File: src/sv/led_driver_two_wire_display_writer_assert.svh
// Assertion macros shared by the display writer modules.
// Each macro expects signals named clk and rst in the enclosing module.
`ifndef LED_DRIVER_TWO_WIRE_DISPLAY_WRITER_ASSERT_SVH
`define LED_DRIVER_TWO_WIRE_DISPLAY_WRITER_ASSERT_SVH

// Condition holds at every edge out of reset.
`define LDDW_ASSERT_ALWAYS(label, cond) \
  label: assert property (@(posedge clk) disable iff (rst) (cond)) \
    else $error("invariant violated");

// Consequence holds in the same cycle as the antecedent.
`define LDDW_ASSERT_IMPLY(label, ante, cons) \
  label: assert property (@(posedge clk) disable iff (rst) (ante) |-> (cons)) \
    else $error("implication violated");

// Consequence holds in the cycle after the antecedent.
`define LDDW_ASSERT_NEXT(label, ante, cons) \
  label: assert property (@(posedge clk) disable iff (rst) (ante) |=> (cons)) \
    else $error("next-cycle implication violated");

`endif

File: src/sv/lddw_pkg.sv
package lddw_pkg;

  // Depth of the queue between front and back; also the credit count.
  localparam int QDEPTH = 8;
  localparam int QPTR_W = $clog2(QDEPTH);
  localparam int QCNT_W = $clog2(QDEPTH + 1);

  // Zero bytes written by a clear request after the start address.
  localparam int CLEAR_BYTES = 16;

  localparam logic [13:0] NUM_CAP    = 14'd9999;
  localparam logic [7:0]  DP_BIT     = 8'h80;
  localparam logic [7:0]  CLEAR_ADDR = 8'hc0;

  typedef enum logic [1:0] {
    ACT_TICK  = 2'd0,
    ACT_SHOW  = 2'd1,
    ACT_WRITE = 2'd2,
    ACT_CLEAR = 2'd3
  } action_t;

  typedef enum logic [2:0] {
    REG_FIXED_MODE  = 3'd0,
    REG_AUTO_MODE   = 3'd1,
    REG_DISPLAY_ON  = 3'd2,
    REG_DISPLAY_OFF = 3'd3,
    REG_DIGIT1_ADDR = 3'd4,
    REG_DIGIT2_ADDR = 3'd5,
    REG_DIGIT3_ADDR = 3'd6,
    REG_DIGIT4_ADDR = 3'd7
  } reg_index_t;

  // Classified request: for show-number the four segment bytes,
  // for write-byte the address in byte 0 and the value in byte 1.
  typedef struct packed {
    action_t          action;
    logic [3:0][7:0]  data;
  } entry_t;

  // Seven-segment pattern of one decimal digit.
  function automatic logic [7:0] seg_code(logic [3:0] digit);
    logic [7:0] code;
    case (digit)
      4'd0:    code = 8'h3f;
      4'd1:    code = 8'h18;
      4'd2:    code = 8'h76;
      4'd3:    code = 8'h7c;
      4'd4:    code = 8'h59;
      4'd5:    code = 8'h6d;
      4'd6:    code = 8'h6f;
      4'd7:    code = 8'h38;
      4'd8:    code = 8'h7f;
      4'd9:    code = 8'h79;
      default: code = 8'h00;
    endcase
    return code;
  endfunction

endpackage

File: src/sv/lddw_queue.sv
`include "led_driver_two_wire_display_writer_assert.svh"

module lddw_queue (
  input  logic              clk,
  input  logic              rst,
  input  logic              wr_en,
  input  lddw_pkg::entry_t  wr_entry,
  input  logic              rd_en,
  output logic              empty,
  output lddw_pkg::entry_t  rd_entry
);

  lddw_pkg::entry_t                   slots [lddw_pkg::QDEPTH];
  logic [lddw_pkg::QPTR_W-1:0]        wr_ptr;
  logic [lddw_pkg::QPTR_W-1:0]        rd_ptr;
  logic [lddw_pkg::QCNT_W-1:0]        count;

  // Store incoming requests
  always_ff @(posedge clk) begin
    if (wr_en) begin
      slots[wr_ptr] <= wr_entry;
    end
  end

  // Advance pointers and occupancy
  always_ff @(posedge clk) begin
    if (rst) begin
      wr_ptr <= '0;
      rd_ptr <= '0;
      count  <= '0;
    end else begin
      if (wr_en) begin
        wr_ptr <= wr_ptr + 1'b1;
      end
      if (rd_en) begin
        rd_ptr <= rd_ptr + 1'b1;
      end
      case ({wr_en, rd_en})
        2'b10:   count <= count + 1'b1;
        2'b01:   count <= count - 1'b1;
        default: count <= count;
      endcase
    end
  end

  assign empty    = (count == '0);
  assign rd_entry = slots[rd_ptr];

  `LDDW_ASSERT_IMPLY(a_no_underflow, rd_en, !empty)
  `LDDW_ASSERT_IMPLY(a_no_overflow, wr_en && !rd_en, count < lddw_pkg::QCNT_W'(lddw_pkg::QDEPTH))
  `LDDW_ASSERT_ALWAYS(a_count_range, count <= lddw_pkg::QCNT_W'(lddw_pkg::QDEPTH))

endmodule

File: src/sv/lddw_front.sv
`include "led_driver_two_wire_display_writer_assert.svh"

module lddw_front (
  input  logic              clk,
  input  logic              rst,
  input  logic              push,
  output logic              full,
  input  logic [1:0]        action,
  input  logic [15:0]       number,
  input  logic [7:0]        target_addr,
  input  logic [7:0]        seg_value,
  input  logic              deq,
  output logic              q_wr,
  output lddw_pkg::entry_t  q_entry
);

  // Largest k in 0..9 with k * weight not above value.
  function automatic logic [3:0] lead_digit(logic [13:0] value, logic [13:0] weight);
    logic [3:0] digit;
    digit = 4'd0;
    for (int k = 1; k <= 9; k++) begin
      if (value >= 14'(k) * weight) begin
        digit = 4'(k);
      end
    end
    return digit;
  endfunction

  logic                         accept;
  logic [lddw_pkg::QCNT_W-1:0]  inflight;
  logic [13:0]                  clamped;
  logic [3:0]                   thou_digit;
  logic [13:0]                  thou_rest;
  logic [3:0]                   hund_digit;
  logic [13:0]                  hund_rest;
  logic [3:0]                   tens_digit;
  logic [13:0]                  tens_rest;

  // Stage 1: thousands digit split off
  logic                         s1_valid;
  lddw_pkg::action_t            s1_action;
  logic [3:0]                   s1_thou;
  logic [9:0]                   s1_rest;
  logic [7:0]                   s1_addr;
  logic [7:0]                   s1_value;

  // Stage 2: hundreds digit split off
  logic                         s2_valid;
  lddw_pkg::action_t            s2_action;
  logic [3:0]                   s2_thou;
  logic [3:0]                   s2_hund;
  logic [6:0]                   s2_rest;
  logic [7:0]                   s2_addr;
  logic [7:0]                   s2_value;

  assign accept = push && !full;
  assign full   = (inflight == lddw_pkg::QCNT_W'(lddw_pkg::QDEPTH));

  // Count requests between input and back end; the queue always has room
  always_ff @(posedge clk) begin
    if (rst) begin
      inflight <= '0;
    end else begin
      case ({accept, deq})
        2'b10:   inflight <= inflight + 1'b1;
        2'b01:   inflight <= inflight - 1'b1;
        default: inflight <= inflight;
      endcase
    end
  end

  // Clamp and take the thousands digit
  always_comb begin
    clamped    = (number > {2'b00, lddw_pkg::NUM_CAP}) ? lddw_pkg::NUM_CAP : number[13:0];
    thou_digit = lead_digit(clamped, 14'd1000);
    thou_rest  = clamped - 14'({10'd0, thou_digit} * 14'd1000);
  end

  // Hundreds digit of the remainder
  always_comb begin
    hund_digit = lead_digit({4'd0, s1_rest}, 14'd100);
    hund_rest  = {4'd0, s1_rest} - 14'({10'd0, hund_digit} * 14'd100);
  end

  // Tens and units of the remainder
  always_comb begin
    tens_digit = lead_digit({7'd0, s2_rest}, 14'd10);
    tens_rest  = {7'd0, s2_rest} - 14'({10'd0, tens_digit} * 14'd10);
  end

  always_ff @(posedge clk) begin
    if (rst) begin
      s1_valid <= 1'b0;
      s2_valid <= 1'b0;
    end else begin
      s1_valid <= accept;
      s2_valid <= s1_valid;
    end
  end

  // Payload stages hold no reset
  always_ff @(posedge clk) begin
    s1_action <= lddw_pkg::action_t'(action);
    s1_thou   <= thou_digit;
    s1_rest   <= thou_rest[9:0];
    s1_addr   <= target_addr;
    s1_value  <= seg_value;
    s2_action <= s1_action;
    s2_thou   <= s1_thou;
    s2_hund   <= hund_digit;
    s2_rest   <= hund_rest[6:0];
    s2_addr   <= s1_addr;
    s2_value  <= s1_value;
  end

  // Build the queue entry for the back end
  always_comb begin
    q_wr           = s2_valid;
    q_entry.action = s2_action;
    if (s2_action == lddw_pkg::ACT_SHOW) begin
      q_entry.data[0] = lddw_pkg::seg_code(s2_thou) | lddw_pkg::DP_BIT;
      q_entry.data[1] = lddw_pkg::seg_code(s2_hund) | lddw_pkg::DP_BIT;
      q_entry.data[2] = lddw_pkg::seg_code(tens_digit);
      q_entry.data[3] = lddw_pkg::seg_code(tens_rest[3:0]);
    end else begin
      q_entry.data[0] = s2_addr;
      q_entry.data[1] = s2_value;
      q_entry.data[2] = 8'h00;
      q_entry.data[3] = 8'h00;
    end
  end

  `LDDW_ASSERT_ALWAYS(a_credit_range, inflight <= lddw_pkg::QCNT_W'(lddw_pkg::QDEPTH))
  `LDDW_ASSERT_NEXT(a_pipe_flows, s1_valid, s2_valid)
  `LDDW_ASSERT_IMPLY(a_credit_held, s2_valid, inflight != '0)

endmodule

File: src/sv/lddw_back.sv
`include "led_driver_two_wire_display_writer_assert.svh"

module lddw_back (
  input  logic              clk,
  input  logic              rst,
  input  logic              cfg_wr_en,
  input  logic [2:0]        cfg_index,
  input  logic [7:0]        cfg_data,
  input  logic              q_empty,
  input  lddw_pkg::entry_t  q_entry,
  output logic              q_rd,
  input  logic              pop,
  output logic              empty,
  output logic              clk_out,
  output logic              data_out,
  output logic              busy_res,
  output logic              rejected,
  output logic              seq_done
);

  // Configuration registers
  logic [7:0]         fixed_mode_cmd;
  logic [7:0]         auto_mode_cmd;
  logic [7:0]         display_on_cmd;
  logic [7:0]         display_off_cmd;
  logic [3:0][7:0]    digit_addr;

  // Sequencer state
  lddw_pkg::action_t  job_kind;
  logic [2:0]         frame_index;
  logic [4:0]         byte_index;
  logic [4:0]         phase_count;
  logic [1:0]         bit_step;
  logic [7:0]         shift_byte;
  logic [3:0][7:0]    digit_segments;
  logic [7:0]         held_addr;
  logic [7:0]         held_value;
  logic               clk_level;
  logic               data_level;
  logic               busy_flag;
  logic               out_valid;

  lddw_pkg::action_t  job_kind_next;
  logic [2:0]         frame_index_next;
  logic [4:0]         byte_index_next;
  logic [4:0]         phase_count_next;
  logic [1:0]         bit_step_next;
  logic [7:0]         shift_byte_next;
  logic               clk_level_next;
  logic               data_level_next;
  logic               busy_flag_next;
  logic               rejected_next;
  logic               done_next;
  logic               start;

  logic [2:0]         frame_total;
  logic               last_frame;
  logic [4:0]         bytes_in_frame;
  logic [1:0]         digit_sel;
  logic [7:0]         frame_byte;
  logic [4:0]         seg_len;
  logic [4:0]         phase_inc;
  logic [4:0]         byte_inc;
  logic [2:0]         frame_inc;

  // Take a request when one waits and the result slot frees up
  assign q_rd  = !q_empty && (!out_valid || pop);
  assign start = q_rd && !busy_flag && (q_entry.action != lddw_pkg::ACT_TICK);

  // Frame geometry of the running job
  always_comb begin
    frame_total = (job_kind == lddw_pkg::ACT_SHOW) ? 3'd6 : 3'd3;
    last_frame  = ({1'b0, frame_index} + 4'd1) >= {1'b0, frame_total};
    if (frame_index == 3'd0 || last_frame) begin
      bytes_in_frame = 5'd1;
    end else if (job_kind == lddw_pkg::ACT_CLEAR) begin
      bytes_in_frame = 5'(1 + lddw_pkg::CLEAR_BYTES);
    end else begin
      bytes_in_frame = 5'd2;
    end
  end

  // Select the byte to shift out next
  always_comb begin
    digit_sel = 2'(frame_index - 3'd1);
    if (frame_index == 3'd0) begin
      frame_byte = (job_kind == lddw_pkg::ACT_CLEAR) ? auto_mode_cmd : fixed_mode_cmd;
    end else if (last_frame) begin
      frame_byte = (job_kind == lddw_pkg::ACT_CLEAR) ? display_off_cmd : display_on_cmd;
    end else if (job_kind == lddw_pkg::ACT_SHOW) begin
      frame_byte = (byte_index == 5'd1) ? digit_addr[digit_sel] : digit_segments[digit_sel];
    end else if (job_kind == lddw_pkg::ACT_WRITE) begin
      frame_byte = (byte_index == 5'd1) ? held_addr : held_value;
    end else begin
      frame_byte = (byte_index == 5'd1) ? lddw_pkg::CLEAR_ADDR : 8'h00;
    end
  end

  // Next state: start a job, or advance one pin phase
  always_comb begin
    job_kind_next    = job_kind;
    frame_index_next = frame_index;
    byte_index_next  = byte_index;
    phase_count_next = phase_count;
    bit_step_next    = bit_step;
    shift_byte_next  = shift_byte;
    clk_level_next   = clk_level;
    data_level_next  = data_level;
    busy_flag_next   = busy_flag;
    rejected_next    = 1'b0;
    done_next        = 1'b0;
    seg_len          = 5'd4;
    phase_inc        = phase_count + 5'd1;
    byte_inc         = byte_index + 5'd1;
    frame_inc        = frame_index + 3'd1;

    if (start) begin
      job_kind_next    = q_entry.action;
      frame_index_next = 3'd0;
      byte_index_next  = 5'd0;
      phase_count_next = 5'd0;
      bit_step_next    = 2'd0;
      busy_flag_next   = 1'b1;
    end else if (q_rd && busy_flag) begin
      rejected_next = (q_entry.action != lddw_pkg::ACT_TICK);
      if (byte_index == 5'd0) begin
        // start condition: clock low, data high, clock high, data low
        case (phase_count[1:0])
          2'd0:    clk_level_next  = 1'b0;
          2'd1:    data_level_next = 1'b1;
          2'd2:    clk_level_next  = 1'b1;
          default: data_level_next = 1'b0;
        endcase
      end else if (byte_index > bytes_in_frame) begin
        // stop condition: clock low, data low, clock high, data high
        case (phase_count[1:0])
          2'd0:    clk_level_next  = 1'b0;
          2'd1:    data_level_next = 1'b0;
          2'd2:    clk_level_next  = 1'b1;
          default: data_level_next = 1'b1;
        endcase
      end else begin
        // data bit: clock low, drive bit, clock high and shift
        seg_len = 5'd24;
        if (phase_count == 5'd0) begin
          shift_byte_next = frame_byte;
        end
        case (bit_step)
          2'd0:    clk_level_next = 1'b0;
          2'd1:    data_level_next = shift_byte[0];
          default: begin
            clk_level_next  = 1'b1;
            shift_byte_next = {1'b0, shift_byte[7:1]};
          end
        endcase
      end

      bit_step_next    = (bit_step == 2'd2) ? 2'd0 : bit_step + 2'd1;
      phase_count_next = phase_inc;
      if (phase_inc >= seg_len) begin
        phase_count_next = 5'd0;
        bit_step_next    = 2'd0;
        byte_index_next  = byte_inc;
        if (byte_inc > bytes_in_frame + 5'd1) begin
          byte_index_next  = 5'd0;
          frame_index_next = frame_inc;
          if (frame_inc >= frame_total) begin
            frame_index_next = 3'd0;
            job_kind_next    = lddw_pkg::ACT_TICK;
            busy_flag_next   = 1'b0;
            done_next        = 1'b1;
          end
        end
      end
    end
  end

  // Hold control state, configuration and the result slot
  always_ff @(posedge clk) begin
    if (rst) begin
      fixed_mode_cmd  <= 8'h44;
      auto_mode_cmd   <= 8'h40;
      display_on_cmd  <= 8'h8f;
      display_off_cmd <= 8'h80;
      digit_addr[0]   <= 8'hc0;
      digit_addr[1]   <= 8'hc1;
      digit_addr[2]   <= 8'hc2;
      digit_addr[3]   <= 8'hc3;
      job_kind        <= lddw_pkg::ACT_TICK;
      frame_index     <= 3'd0;
      byte_index      <= 5'd0;
      phase_count     <= 5'd0;
      bit_step        <= 2'd0;
      shift_byte      <= 8'h00;
      held_addr       <= 8'h00;
      held_value      <= 8'h00;
      clk_level       <= 1'b1;
      data_level      <= 1'b1;
      busy_flag       <= 1'b0;
      out_valid       <= 1'b0;
      clk_out         <= 1'b1;
      data_out        <= 1'b1;
      busy_res        <= 1'b0;
      rejected        <= 1'b0;
      seq_done        <= 1'b0;
    end else begin
      if (cfg_wr_en) begin
        case (cfg_index)
          lddw_pkg::REG_FIXED_MODE:  fixed_mode_cmd  <= cfg_data;
          lddw_pkg::REG_AUTO_MODE:   auto_mode_cmd   <= cfg_data;
          lddw_pkg::REG_DISPLAY_ON:  display_on_cmd  <= cfg_data;
          lddw_pkg::REG_DISPLAY_OFF: display_off_cmd <= cfg_data;
          lddw_pkg::REG_DIGIT1_ADDR: digit_addr[0]   <= cfg_data;
          lddw_pkg::REG_DIGIT2_ADDR: digit_addr[1]   <= cfg_data;
          lddw_pkg::REG_DIGIT3_ADDR: digit_addr[2]   <= cfg_data;
          lddw_pkg::REG_DIGIT4_ADDR: digit_addr[3]   <= cfg_data;
          default:                   fixed_mode_cmd  <= fixed_mode_cmd;
        endcase
      end
      if (start && q_entry.action == lddw_pkg::ACT_WRITE) begin
        held_addr  <= q_entry.data[0];
        held_value <= q_entry.data[1];
      end
      job_kind    <= job_kind_next;
      frame_index <= frame_index_next;
      byte_index  <= byte_index_next;
      phase_count <= phase_count_next;
      bit_step    <= bit_step_next;
      shift_byte  <= shift_byte_next;
      clk_level   <= clk_level_next;
      data_level  <= data_level_next;
      busy_flag   <= busy_flag_next;
      if (q_rd) begin
        out_valid <= 1'b1;
        clk_out   <= clk_level_next;
        data_out  <= data_level_next;
        busy_res  <= busy_flag_next;
        rejected  <= rejected_next;
        seq_done  <= done_next;
      end else if (pop) begin
        out_valid <= 1'b0;
      end
    end
  end

  // Latch the segment bytes of a show-number request
  always_ff @(posedge clk) begin
    if (start && q_entry.action == lddw_pkg::ACT_SHOW) begin
      digit_segments <= q_entry.data;
    end
  end

  assign empty = !out_valid;

  `LDDW_ASSERT_IMPLY(a_done_idle, out_valid && seq_done, !busy_res)
  `LDDW_ASSERT_ALWAYS(a_busy_job, busy_flag == (job_kind != lddw_pkg::ACT_TICK))
  `LDDW_ASSERT_ALWAYS(a_phase_range, phase_count < 5'd24 && bit_step != 2'd3)

endmodule

File: src/sv/led_driver_two_wire_display_writer.sv
// Two-wire LED driver writer. Each request pushed in returns exactly one result, in order:
// the clock and data pin levels after that item, busy, a rejected flag and a sequence-done
// flag. Action 0 is a tick that advances the bus by one pin phase; actions 1 to 3 (show
// number, write byte, clear) start a frame sequence when idle and are rejected, but still
// advance one phase, when busy. The block takes one request per clock cycle while full is
// low and results are popped. Requests pass two front stages that split off the thousands
// and the hundreds digit (tens and units follow the second stage), an eight-entry queue
// that separates them from the bus sequencer, and the sequencer's result register, which
// drains one result per cycle while pop is held. Push sees full only when eight requests
// are in flight between the input and the result register. Configuration writes go to
// registers 0..7 (command bytes, then the four digit addresses) and belong in idle periods.
module led_driver_two_wire_display_writer (
  input  logic        clk,
  input  logic        rst,
  input  logic        cfg_wr_en,
  input  logic [2:0]  cfg_index,
  input  logic [7:0]  cfg_data,
  input  logic        push,
  output logic        full,
  input  logic [1:0]  action,
  input  logic [15:0] number,
  input  logic [7:0]  target_addr,
  input  logic [7:0]  seg_value,
  output logic        empty,
  input  logic        pop,
  output logic        clk_out,
  output logic        data_out,
  output logic        busy_res,
  output logic        rejected,
  output logic        seq_done
);

  logic              q_wr;
  logic              q_rd;
  logic              q_empty;
  lddw_pkg::entry_t  q_wr_entry;
  lddw_pkg::entry_t  q_rd_entry;

  // Accept and classify requests
  lddw_front u_front (
    .clk         (clk),
    .rst         (rst),
    .push        (push),
    .full        (full),
    .action      (action),
    .number      (number),
    .target_addr (target_addr),
    .seg_value   (seg_value),
    .deq         (q_rd),
    .q_wr        (q_wr),
    .q_entry     (q_wr_entry)
  );

  // Decouple front and back
  lddw_queue u_queue (
    .clk      (clk),
    .rst      (rst),
    .wr_en    (q_wr),
    .wr_entry (q_wr_entry),
    .rd_en    (q_rd),
    .empty    (q_empty),
    .rd_entry (q_rd_entry)
  );

  // Drive the bus one phase per request
  lddw_back u_back (
    .clk       (clk),
    .rst       (rst),
    .cfg_wr_en (cfg_wr_en),
    .cfg_index (cfg_index),
    .cfg_data  (cfg_data),
    .q_empty   (q_empty),
    .q_entry   (q_rd_entry),
    .q_rd      (q_rd),
    .pop       (pop),
    .empty     (empty),
    .clk_out   (clk_out),
    .data_out  (data_out),
    .busy_res  (busy_res),
    .rejected  (rejected),
    .seq_done  (seq_done)
  );

endmodule

File: config.mk
export PLATFORM = sky130hd
export DESIGN_NAME = led_driver_two_wire_display_writer
export DESIGN_NICKNAME = d
export VERILOG_FILES = /design/src/sv/lddw_pkg.sv /design/src/sv/lddw_queue.sv /design/src/sv/lddw_front.sv /design/src/sv/lddw_back.sv /design/src/sv/led_driver_two_wire_display_writer.sv
export VERILOG_INCLUDE_DIRS = /design/src /design/src/sv
export SDC_FILE = /design/constraint.sdc
export NUM_CORES = 1
export LEC_CHECK = 0
export BUFFER_PORTS_ARGS = -buffer_cell sky130_fd_sc_hd__buf_2
export CAP_MARGIN = 20
export CORE_UTILIZATION = 30
export DETAILED_ROUTE_END_ITERATION = 16
export GPL_TIMING_DRIVEN = 0
export RECOVER_POWER = 25
export SYNTH_ARGS = -nofsm -noshare
export SYNTH_HDL_FRONTEND = slang
export SYNTH_SLANG_ARGS = --single-unit
File: constraint.sdc
create_clock -name clk -period 4.6 [get_ports clk]
set_clock_uncertainty 0.1 [all_clocks]
set_input_delay 0.46 -clock clk [delete_from_list [all_inputs] [get_ports clk]]
set_output_delay 0.46 -clock clk [all_outputs]
set_load 0.005 [all_outputs]
# After elaboration in Yosys (flattened, before gate mapping)
# Memory sizes are Yosys's and may differ from the RTL's. A register that Yosys moved wholly into a read port is not among the register bits.
# Cells that the tools add are included.
dict set report totals {
  reg_bits 219
  latch_bits 0
  mem_bits_rw 272
  mem_bits_ro 448
  inputBits 50
  out_inout_bits 7
  elab_cells 266
  mem_count 5
}
# memory depth width rd rd_clocked_by_memory_dff wr line
set memory_table {}
lappend memory_table {u_queue.slots 8 34 1 1 1 lddw_queue.sv:13} ;# lddw_pkg::entry_t slots [lddw_pkg::QDEPTH];
lappend memory_table {{(name not given)} 16 7 1 1 0 lddw_pkg.sv:43} ;# case (digit)
lappend memory_table {{(name not given)} 16 7 1 1 0 lddw_pkg.sv:43}
lappend memory_table {{(name not given)} 16 7 1 0 0 lddw_pkg.sv:43}
lappend memory_table {{(name not given)} 16 7 1 0 0 lddw_pkg.sv:43}
dict set report op_classes {
  n_addsub 16
  mul 3
  div_mod_pow 0
  order_cmp 34
  n_eq_ne 24
  shift 0
  muxes 94
  bitwise_logic 3
  n_reduce_logical 43
}
# cell n
set op_table {}
lappend op_table {{$mux 8} 13}
lappend op_table {{$ge 14x13->1 const B} 4}
lappend op_table {{$mux 3} 16}
lappend op_table {{$ge 10x10->1 const B} 4}
lappend op_table {{$mux 5} 8}
lappend op_table {{$bmux 8 s2} 2}
lappend op_table {{$mux 32} 1}
lappend op_table {{$ge 10x9->1 const B} 3}
lappend op_table {{$ge 14x12->1 const B} 2}
lappend op_table {{$mux 1} 28}
lappend op_table {{$mux 2} 13}
lappend op_table {{$mux 4} 6}
lappend op_table {{$ge 7x6->1 const B} 3}
lappend op_table {{$ge 7x7->1 const B} 3}
lappend op_table {{$reduce_and 2->1} 9}
lappend op_table {{$gt 16x14->1 const B} 1}
lappend op_table {{$pmux 4 s2} 2}
lappend op_table {{$reduce_bool 2->1} 8}
lappend op_table {{$add 5x1->5 const B} 3}
lappend op_table {{$eq 2x1->1 const B} 7}
lappend op_table {{$eq 2x2->1 const B} 7}
lappend op_table {{$ge 14x10->1 const B} 1}
lappend op_table {{$ge 14x11->1 const B} 1}
lappend op_table {{$ge 14x14->1 const B} 1}
lappend op_table {{41 further kinds} 71}

# Longest topological paths before layout
# Gate-level depths: netlist of the first run.
dict set report depth {
  depth_word 14
  depth_mapped 21
  depth_no_buf 19
}

# Hierarchy
# Synthesis of the first run repeated with hierarchy kept, for this count alone.
dict set report hier_totals {
  hier_cells 1687
  hier_area_um2 22400.2
}
# mod instances cells_per_inst area_each_um2 seq_area_each_um2
set by_module_without_submodules {}
lappend by_module_without_submodules {lddw_queue 1 463 10964.3 8428.1}
lappend by_module_without_submodules {lddw_back 1 734 7069.3 3243.1}
lappend by_module_without_submodules {lddw_front 1 490 4366.7 1541.5}

# Worst setup path before layout of the first run
# Ideal clock, no wire load.
dict set report synth_timing {
  path_kind {register to register}
  from {register u_back.frame_index[0]}
  to {register u_back.frame_index[2]}
  setup_ps 70
  arrival_ps 4794
  required_ps 4430
  setup_slack_ps -364
  path_stages_with_launch 22
  path_buffers 3
  period_less_slack_ps 4964
  path_cell_list {dfxtp_1 > clkbuf_1 > inv_1 > ha_1 > clkbuf_1 > a31o_2 > a31oi_1 > nand3_1 > ha_1 > nor2b_1 > o31a_1 > o22ai_1 > nand2_1 > ha_1 > a21bo_2 > a21o_1 > a21o_1 > and2_0 > clkbuf_1 > nand2_1 > or4_1 > a21oi_1}
}
dict set report synth_between {
  elab_chain_cells 11
  word_cells_on_any_way 17
  classes_between {3 x add/sub; 5 x order compare; 6 x mux; 3 x reduce/logical}
}
# element line
set synth_lines {}
lappend synth_lines {{start, declared} lddw_back.sv:30} ;# logic [2:0] frame_index;
lappend synth_lines {{start signal, assigned} lddw_back.sv:225} ;# frame_index <= frame_index_next;
lappend synth_lines {{$add 3x1->4} lddw_back.sv:73} ;# last_frame = ({1'b0, frame_index} + 4'd1) >= {1'b0, frame_total};
lappend synth_lines {{$ge 4x3->1} lddw_back.sv:73}
lappend synth_lines {{$logic_or 1x1->1} lddw_back.sv:74} ;# if (frame_index == 3'd0 || last_frame) begin
lappend synth_lines {{$mux 5} lddw_back.sv:74}
lappend synth_lines {{$gt 5x5->1} lddw_back.sv:134} ;# end else if (byte_index > bytes_in_frame) begin
lappend synth_lines {{$mux 5} lddw_back.sv:134}
lappend synth_lines {{$mux 5} lddw_back.sv:126} ;# if (byte_index == 5'd0) begin
lappend synth_lines {{$mux 5} lddw_back.sv:124} ;# end else if (q_rd && busy_flag) begin
lappend synth_lines {{$mux 5} lddw_back.sv:117} ;# if (start) begin
lappend synth_lines {{$ge 5x5->1} lddw_back.sv:160} ;# if (phase_inc >= seg_len) begin
lappend synth_lines {{$reduce_and 3->1 (no source line)} -}
# Parallel ways exist; a longest one is shown, timed or not. The select of a mux whose other input is x is not followed.
# A chain may end at the register's enable or synchronous reset.

# Worst setup path after layout of the first run
dict set report layout_timing {
  from {register u_back.frame_index[1]}
  to {register u_back.busy_res}
}
dict set report layout_between {
  elab_chain_cells 13
  word_cells_on_any_way 20
  classes_between {3 x add/sub; 5 x order compare; 10 x mux; 2 x reduce/logical}
}
# element line
set layout_lines {}
lappend layout_lines {{$add 3x1->4} lddw_back.sv:73}
lappend layout_lines {{$ge 4x3->1} lddw_back.sv:73}
lappend layout_lines {{$logic_or 1x1->1} lddw_back.sv:74}
lappend layout_lines {{$mux 5} lddw_back.sv:74}
lappend layout_lines {{$gt 5x5->1} lddw_back.sv:134}
lappend layout_lines {{$mux 5} lddw_back.sv:134}
lappend layout_lines {{$mux 5} lddw_back.sv:126}
lappend layout_lines {{$mux 5} lddw_back.sv:124}
lappend layout_lines {{$mux 5} lddw_back.sv:117}
lappend layout_lines {{$ge 5x5->1} lddw_back.sv:160}
lappend layout_lines {{$mux 1 (*)} lddw_back.sv:160}
lappend layout_lines {{$mux 1 (*)} lddw_back.sv:124}
lappend layout_lines {{$mux 1 (*)} lddw_back.sv:117}
lappend layout_lines {{end signal, assigned} lddw_back.sv:237} ;# busy_res <= busy_flag_next;
lappend layout_lines {{end, declared} lddw_back.sv:16} ;# output logic busy_res,
# Every way passes the cells marked *; elsewhere a longest branch is shown, timed or not. The select of a mux whose other input is x is not followed.

==> flow_metrics.tcl, run 1 <==
set metrics [dict create \
    outcome "complete, but fails checks" \
    violations "capacitance limit, slew limit" \
    grt_max_degree 25 \
    leakagePower_nw 8.81 \
    min_to "u_back.out_valid" \
    ys_ff_latch 490 \
    synth_flop_cell "edfxtp_1" \
    drt-initial-drc-count 1004 \
    worstHoldPathCells 4 \
    die_h_um 269 \
    synth_compound_area_frac 0.0755 \
    crit_type "reg -> reg" \
    worstPathRequired_ps 4980 \
    drive_gt1_frac 0.166 \
    antenna_cells 0 \
    setup_violations 0 \
    fin_crit_ps 4390 \
    post-synth-top-area-cell "edfxtp_1" \
    synth_xor_xnor_area_share 0.0156 \
    synth-adder-area-share 0.0492 \
    post_drt_wl_per_cell_um 17.4 \
    avgSynthCellArea_um2 12.6 \
    yosys-top-cells-area "edfxtp_1, dfxtp_1, mux4_2" \
    hpwl_um 33800 \
    grtUsageTotal 0.135 \
    tns_ps 0 \
    min-delay-start "pop" \
    crit_buf_inv 1 \
    syn_inst 1687 \
    cts_root_buf "clkbuf_16" \
    r2r-start "u_back.frame_index[1]" \
    worstPathCellList "ha_4, xor2_1, ha_1, a31o_4, a31oi_4, nand3_4, ha_4, nor2b_1, o31a_1, o22ai_4, nand2_4, ha_1, a21bo_2, a21o_1, a21o_4, and2_0, buf_2, nand3_4, nand2_1, a211oi_2" \
    grt_pass1_wl_um 76100 \
    design_area_mm2 0.0250 \
    fmax_mhz 228 \
    drc 0 \
    die_x_um 269 \
    drt-pass1-iter-count 5 \
    timing.rr.end "u_back.busy_res" \
    critPathMaxStageDelay_ps 370 \
    ios 57 \
    slew_viol_final 23 \
    synth-async-reset-ratio 0 \
    placed_cell_area_mm2 0.0230 \
    finalHoldViolCount 0 \
    dieArea_mm2 0.0722 \
    endpoint_kind "flop" \
    power.total_w 0.0132 \
    synth_top_family_by_area "multiplexers" \
    synth_simple_gate_area_frac 0.116 \
    grt_pass1_vias 13500 \
    yosys.area.top_type_share 0.403 \
    critPathTopFamily "compound AO/OA/AOI/OAI gates" \
    critPathMaxFanout 9 \
    antenna_found_initial 0 \
    layout.nets 1946 \
    regToRegSetupSlack_ps 210 \
    yosysWarnings 0 \
    drv_cap 2 \
    via_per_inst 4.87 \
    grt_overflow 0 \
    synthesis.nets 1813 \
    initial_core_util 0.304 \
    rr_worst_depth 20 \
    tightest_slew_ps 1560 \
    synth_edf_count 286 \
    port_buffers 41 \
    wl_um 48700 \
    syn_to_final_growth_pct 17.3 \
    min_period_over_period 0.954 \
    power_density_mw_per_mm2 529 \
    slew_headroom -0.0405 \
    setup_ws_ps 212 \
    preCtsSetupSlack_ps -873 \
    final_cells 2801 \
    detailroute.via_count 13600 \
    gp_congestion 0.866 \
    ys_types 78 \
    syn_area_mm2 0.0213 \
    clk_latency_ps 570 \
    rows 97 \
    critPathLaunchType "flop" \
    cts_tree "yes" \
    rsz0062_at_grt "no" \
    htreeDepth 2 \
    vdd_drop_max_uv 262 \
    min-delay-path-class "in -> reg" \
    arrival_ps 4770 \
    cpMaxStageDelayCell "dfxtp_4" \
    synth.area.mux_share 0.118 \
    placedCellCount 2683 \
    clock_sinks 490 \
    core_mm2 0.0701 \
    ys_seq_area_frac 0.594 \
    ant_nets 0 \
    clk_pin_slew_ps 60 \
    cts-buffers-inserted 49 \
    cts_max_path_buffers 3 \
    crit_start "u_back.frame_index[1]" \
]
==> cell usage after synthesis, drive strengths merged (4+ instances only) <==
cell type	number
nor4	10
nand2	231
a31oi	10
o21ai	30
nor2b	26
a211o	12
and3	6
nor2	109
a211oi	7
or2	9
nand3	27
a311oi	8
o41ai	7
o31ai	5
xnor2	29
xor2	9
nor4b	6
inv	67
clkbuf	66
nand2b	21
a2bb2oi	4
o2111ai	4
o21a	7
buf	28
nand3b	20
mux2	32
a21o	15
ha	67
a221oi	4
or3	12
a21oi	103
nor3	31
edfxtp	286
fa	9
dfxtp	204
o22ai	4
mux2i	37
mux4	79
and2	5
==> logic make-up after synthesis <==
logic type / after synthesis
AND/OR/NAND/NOR: 525
flip-flops: 490
AO/OA/AOI/OAI: 246
buffers and inverters: 161
multiplexers: 148
adder cells (fa/ha/maj): 79
XOR/XNOR: 38
==> final cells by class <==
type,instances,area [um^2]
Clock inverter,29,285
Timing Repair Buffer,84,702
Clock buffer,63,1340
Fill cell,6870,45100
Sequential cell,490,12700
Inverter,67,251
Buffer,92,432
Tap cell,940,1180
Multi-Input combinational cell,1036,8150
==> placed cells by master, fill, tap and decap left out, types with 11 or more instances in the layout <==
cell / count
buf_2: 45
mux4_2: 79
clkbuf_1: 84
nand3_1: 25
nand3b_1: 20
dfxtp_1: 201
or3_1: 12
a21o_1: 14
mux2_2: 31
buf_6: 11
clkbuf_16: 51
inv_1: 66
ha_1: 64
nor2_1: 107
a211o_1: 12
o21ai_0: 28
nor2b_1: 26
edfxtp_1: 286
nor3_1: 29
xnor2_1: 28
dlygate4sd3_1: 21
nand2_1: 229
nand2b_1: 18
a21oi_1: 103
mux2i_1: 37
==> report_power, final <==
| part | switching [W] | leakage (nW) | total (W) | internal (W) |
|---|---|---|---|---|
| sequential | 0.000172 | 4.28 | 0.00536 | 0.00519 |
| clock | 0.00169 | 0.800 | 0.00404 | 0.00235 |
| combinational | 0.00225 | 3.73 | 0.00384 | 0.00159 |
==> registers in the layout, indices dropped and copies added, names as in the netlist, 3 cells and up, named ones only <==
signal / cells
u_back.auto_mode_cmd: 8
u_queue.count: 4
u_front.inflight: 4
u_back.phase_count: 5
u_queue.rd_ptr: 3
u_back.shift_byte: 8
u_front.s1_rest: 10
u_back.held_value: 8
u_front.s2_rest: 7
u_back.digit_segments: 30
u_queue.wr_ptr: 3
u_front.s1_value: 8
u_front.s2_addr: 8
u_back.display_off_cmd: 8
u_back.byte_index: 5
u_front.s1_addr: 8
u_back.digit_addr: 32
u_front.s1_thou: 4
u_front.s2_value: 8
u_back.held_addr: 8
u_queue.slots: 256
u_back.frame_index: 3
u_back.fixed_mode_cmd: 8
u_back.display_on_cmd: 8
==> tightest hold or removal path: cells and delay by family <==
kind                   cells  cell delay, ps
AO/OA/AOI/OAI              1              50
buffers and inverters      2             130
AND/OR/NAND/NOR            1              60
==> routing by layer <==
| layer | vias up | wire [um] | global-route usage |
|---|---|---|---|
| met5 | - | 0 | 0 |
| met4 | 0 | 1290 | 0.0387 |
| met3 | 95 | 2210 | 0.0205 |
| met2 | 362 | 23700 | 0.233 |
| met1 | 6742 | 21500 | 0.176 |
| li1 | 6439 | - | - |
==> how the worst max path moves through the flow <==
stage                                  to  slack [ps]  cells after the start
CTS                 u_back.frame_index[2]           5                     20
detailed placement  u_back.frame_index[2]        -870                     21
global placement      u_queue.slots[4][4]       -1360                      2
floorplan           u_back.frame_index[2]          -3                     21
finish                    u_back.busy_res         210                     20
global route           u_front.s1_rest[9]           6                     17
==> per-stage QoR <==
step | util | hold slack, ps
after floorplan | - | 210
after global placement | 0.324 | 212
after detailed placement | 0.328 | 212
after CTS | 0.356 | 65.4
after global routing | 0.357 | 114
final | 0.357 | 82.2
==> repair_timing <==
item,4_1_cts,5_1_grt
hold endpoints to repair,21,0
hold buffers,21,0
setup endpoints to repair,20,37
gates resized for setup,18,15
pin swaps,1,4
buffers inserted,3,4
Note: power is estimated with default switching activity, not from simulation.
==> run 2: changes to the inputs <==
Clock period 4.6 ns to 5 ns, I/O delays scaled along.
==> run 2 against run 1 <==
Effect of this change:
- the flow still finishes with violations (capacitance limit, slew limit)
- maximum frequency shrank 7.5%
- setup slack improved by 46 ps
- final area fell by 0.63%
- highest routed layer unchanged
- global-route usage increased by 0.058 points
- critical endpoint is now u_back.frame_index[2]
- critical path depth is the same
- largest power group unchanged
- clock power is 9.4% lower
==> flow_metrics.tcl, run 2 (synthesized netlist as in run 1, its figures left out) <==
set metrics [dict create \
    outcome "complete, but fails checks" \
    violations "capacitance limit, slew limit" \
    antenna_found_initial 0 \
    preCtsSetupSlack_ps -1140 \
    critPathMaxStageDelay_ps 420 \
    slew_viol_final 11 \
    initial_core_util 0.304 \
    slew_headroom -0.0217 \
    largestRegisters "u_queue.slots (256), u_back.digit_addr (32), u_back.digit_segments (30)" \
    dieArea_mm2 0.0722 \
    post_drt_wl_per_cell_um 17.4 \
    ant_nets 0 \
    syn_to_final_growth_pct 16.6 \
    endpoint_kind "flop" \
    final_cell_mix "edfxtp_1, nand2_1, dfxtp_1" \
    vdd_drop_max_uv 274 \
    grt_max_degree 24 \
    grt_pass1_vias 13600 \
    detailroute.via_count 13400 \
    final.fill_count 6885 \
    layout_commonest_cell "edfxtp_1" \
    fin_crit_ps 4740 \
    layout.nets 1946 \
    wl_um 48700 \
    crit_top_cell "ha_1" \
    arrival_ps 5170 \
    largest_reg_flops 256 \
    cts-buffers-inserted 49 \
    clk_latency_ps 590 \
    tightest_slew_ps 1520 \
    critPathMaxFanout 9 \
    core_mm2 0.0701 \
    ios 57 \
    grt_pass1_wl_um 76000 \
    crit_buf_inv 2 \
    htreeDepth 2 \
    setup_ws_ps 258 \
    gp_congestion 0.850 \
    power_density_mw_per_mm2 486 \
    grt_overflow 0 \
    grtUsageTotal 0.136 \
    crit_type "reg -> reg" \
    port_buffers 41 \
    via_per_inst 4.80 \
    die_x_um 269 \
    clock_sinks 490 \
    drc 0 \
    drt-pass1-iter-count 6 \
    min-delay-path-class "in -> reg" \
    critPathLaunchType "flop" \
    cpMaxStageDelayCell "or4_1" \
    fin_hold_ws_ps 97.5 \
    die_h_um 269 \
    rows 97 \
    critPathTopFamily "compound AO/OA/AOI/OAI gates" \
    drv_cap 2 \
    cts_root_buf "clkbuf_16" \
    drt-initial-drc-count 1080 \
    top_register "u_queue.slots" \
    hpwl_um 33700 \
    min_period_over_period 0.948 \
    clk_pin_slew_ps 60 \
    worstPathCellList "ha_2, xor2_1, ha_1, a31o_2, a31oi_4, nand3_1, ha_1, nor2b_1, o31a_1, o22ai_2, nand2_2, buf_4, ha_1, a21o_1, a21o_4, and2_0, clkbuf_2, nand2_1, or4_1, a21oi_1" \
    setup_violations 0 \
    drive_gt1_frac 0.164 \
    fmax_mhz 211 \
    leakagePower_nw 8.76 \
    worstPathRequired_ps 5430 \
    finalHoldViolCount 0 \
    cts_max_path_buffers 3 \
    cts_tree "yes" \
    antenna_cells 0 \
]
[run 2: cell count changes in the layout (fill, tap and decap cells not counted), moves of 2 or more]
cell,delta
inv_6,-3
buf_12,+2
dfxtp_4,-2
clkinv_2,+2
clkinv_8,+2
buf_16,-2
clkinv_1,-2
ha_4,-2
nand3_4,-2
clkinvlp_4,+2
buf_6,+2
dfxtp_2,+2
buf_8,-3
[run 2: worst reg2reg max path, delay by kind of cell, from the launching register on]
family	cells	cell delay, ps
AO/OA/AOI/OAI	7	1450
AND/OR/NAND/NOR	6	1120
adder cells (fa/ha/maj)	4	1100
flip-flops	1	390
buffers and inverters	2	340
XOR/XNOR	1	190
[run 2: worst paths after layout]
| path | depth (start not counted) | slack, ps | start | endpoint |
|---|---|---|---|---|
| max | 20 | 260 | u_back.frame_index[1] | u_back.frame_index[2] |
| min | 4 | 100 | pop | u_back.out_valid |
| max reg2reg | 20 | 260 | u_back.frame_index[1] | u_back.frame_index[2] |
| min reg2reg | 0 | 220 | u_front.s1_addr[6] | u_front.s2_addr[6] |
[run 2: routing by layer]
layer,up-vias,GRT usage,routed length (um),part of all wire
li1,6417,-,-,-
met1,6672,0.176,21700,0.44
met2,292,0.232,23700,0.49
met3,67,0.0224,2280,0.047
met4,0,0.0398,1080,0.022
met5,-,0,0,0
[run 2: what timing repair did]
| item | CTS | global route |
|---|---|---|
| cloned | 0 | 0 |
| buffers inserted | 0 | 3 |
| pin swaps | 0 | 2 |
| endpoints found under the hold margin | 21 | 0 |
| hold buffers | 21 | 0 |
| resized for setup | 13 | 6 |
| endpoints found under the setup margin | 20 | 8 |
[run 2: final cells by class]
cell class	count	area, um^2	area share
plain buffers	92	430	0.0173
clock buffers	61	1310	0.0528
clock inverters	31	293	0.0118
inverters	67	251	0.0101
multi-input cells	1036	8050	0.324
flip-flops and latches	490	12700	0.510
well taps	940	1180	0.0473
repair buffers	84	673	0.0271
[run 2: power by group]
| group | internal, W | switching, W | total, W |
|---|---|---|---|
| Sequential | 0.00478 | 0.000165 | 0.00494 |
| Clock | 0.00208 | 0.00158 | 0.00366 |
| Combinational | 0.00144 | 0.00203 | 0.00347 |
[run 2: metrics by stage]
stage	TNS, ps	std cells	instance area, um^2	total power (W)	util
detailed placement	-15680	2686	23000	0.00848	0.328
floorplan	0	1687	21300	0.00758	-
global placement	-106190	2668	22700	0.00836	0.324
CTS	0	2797	24900	0.0122	0.354
finish	0	2801	24900	0.0121	0.354
global route	-23.3	2801	24900	0.0127	0.354
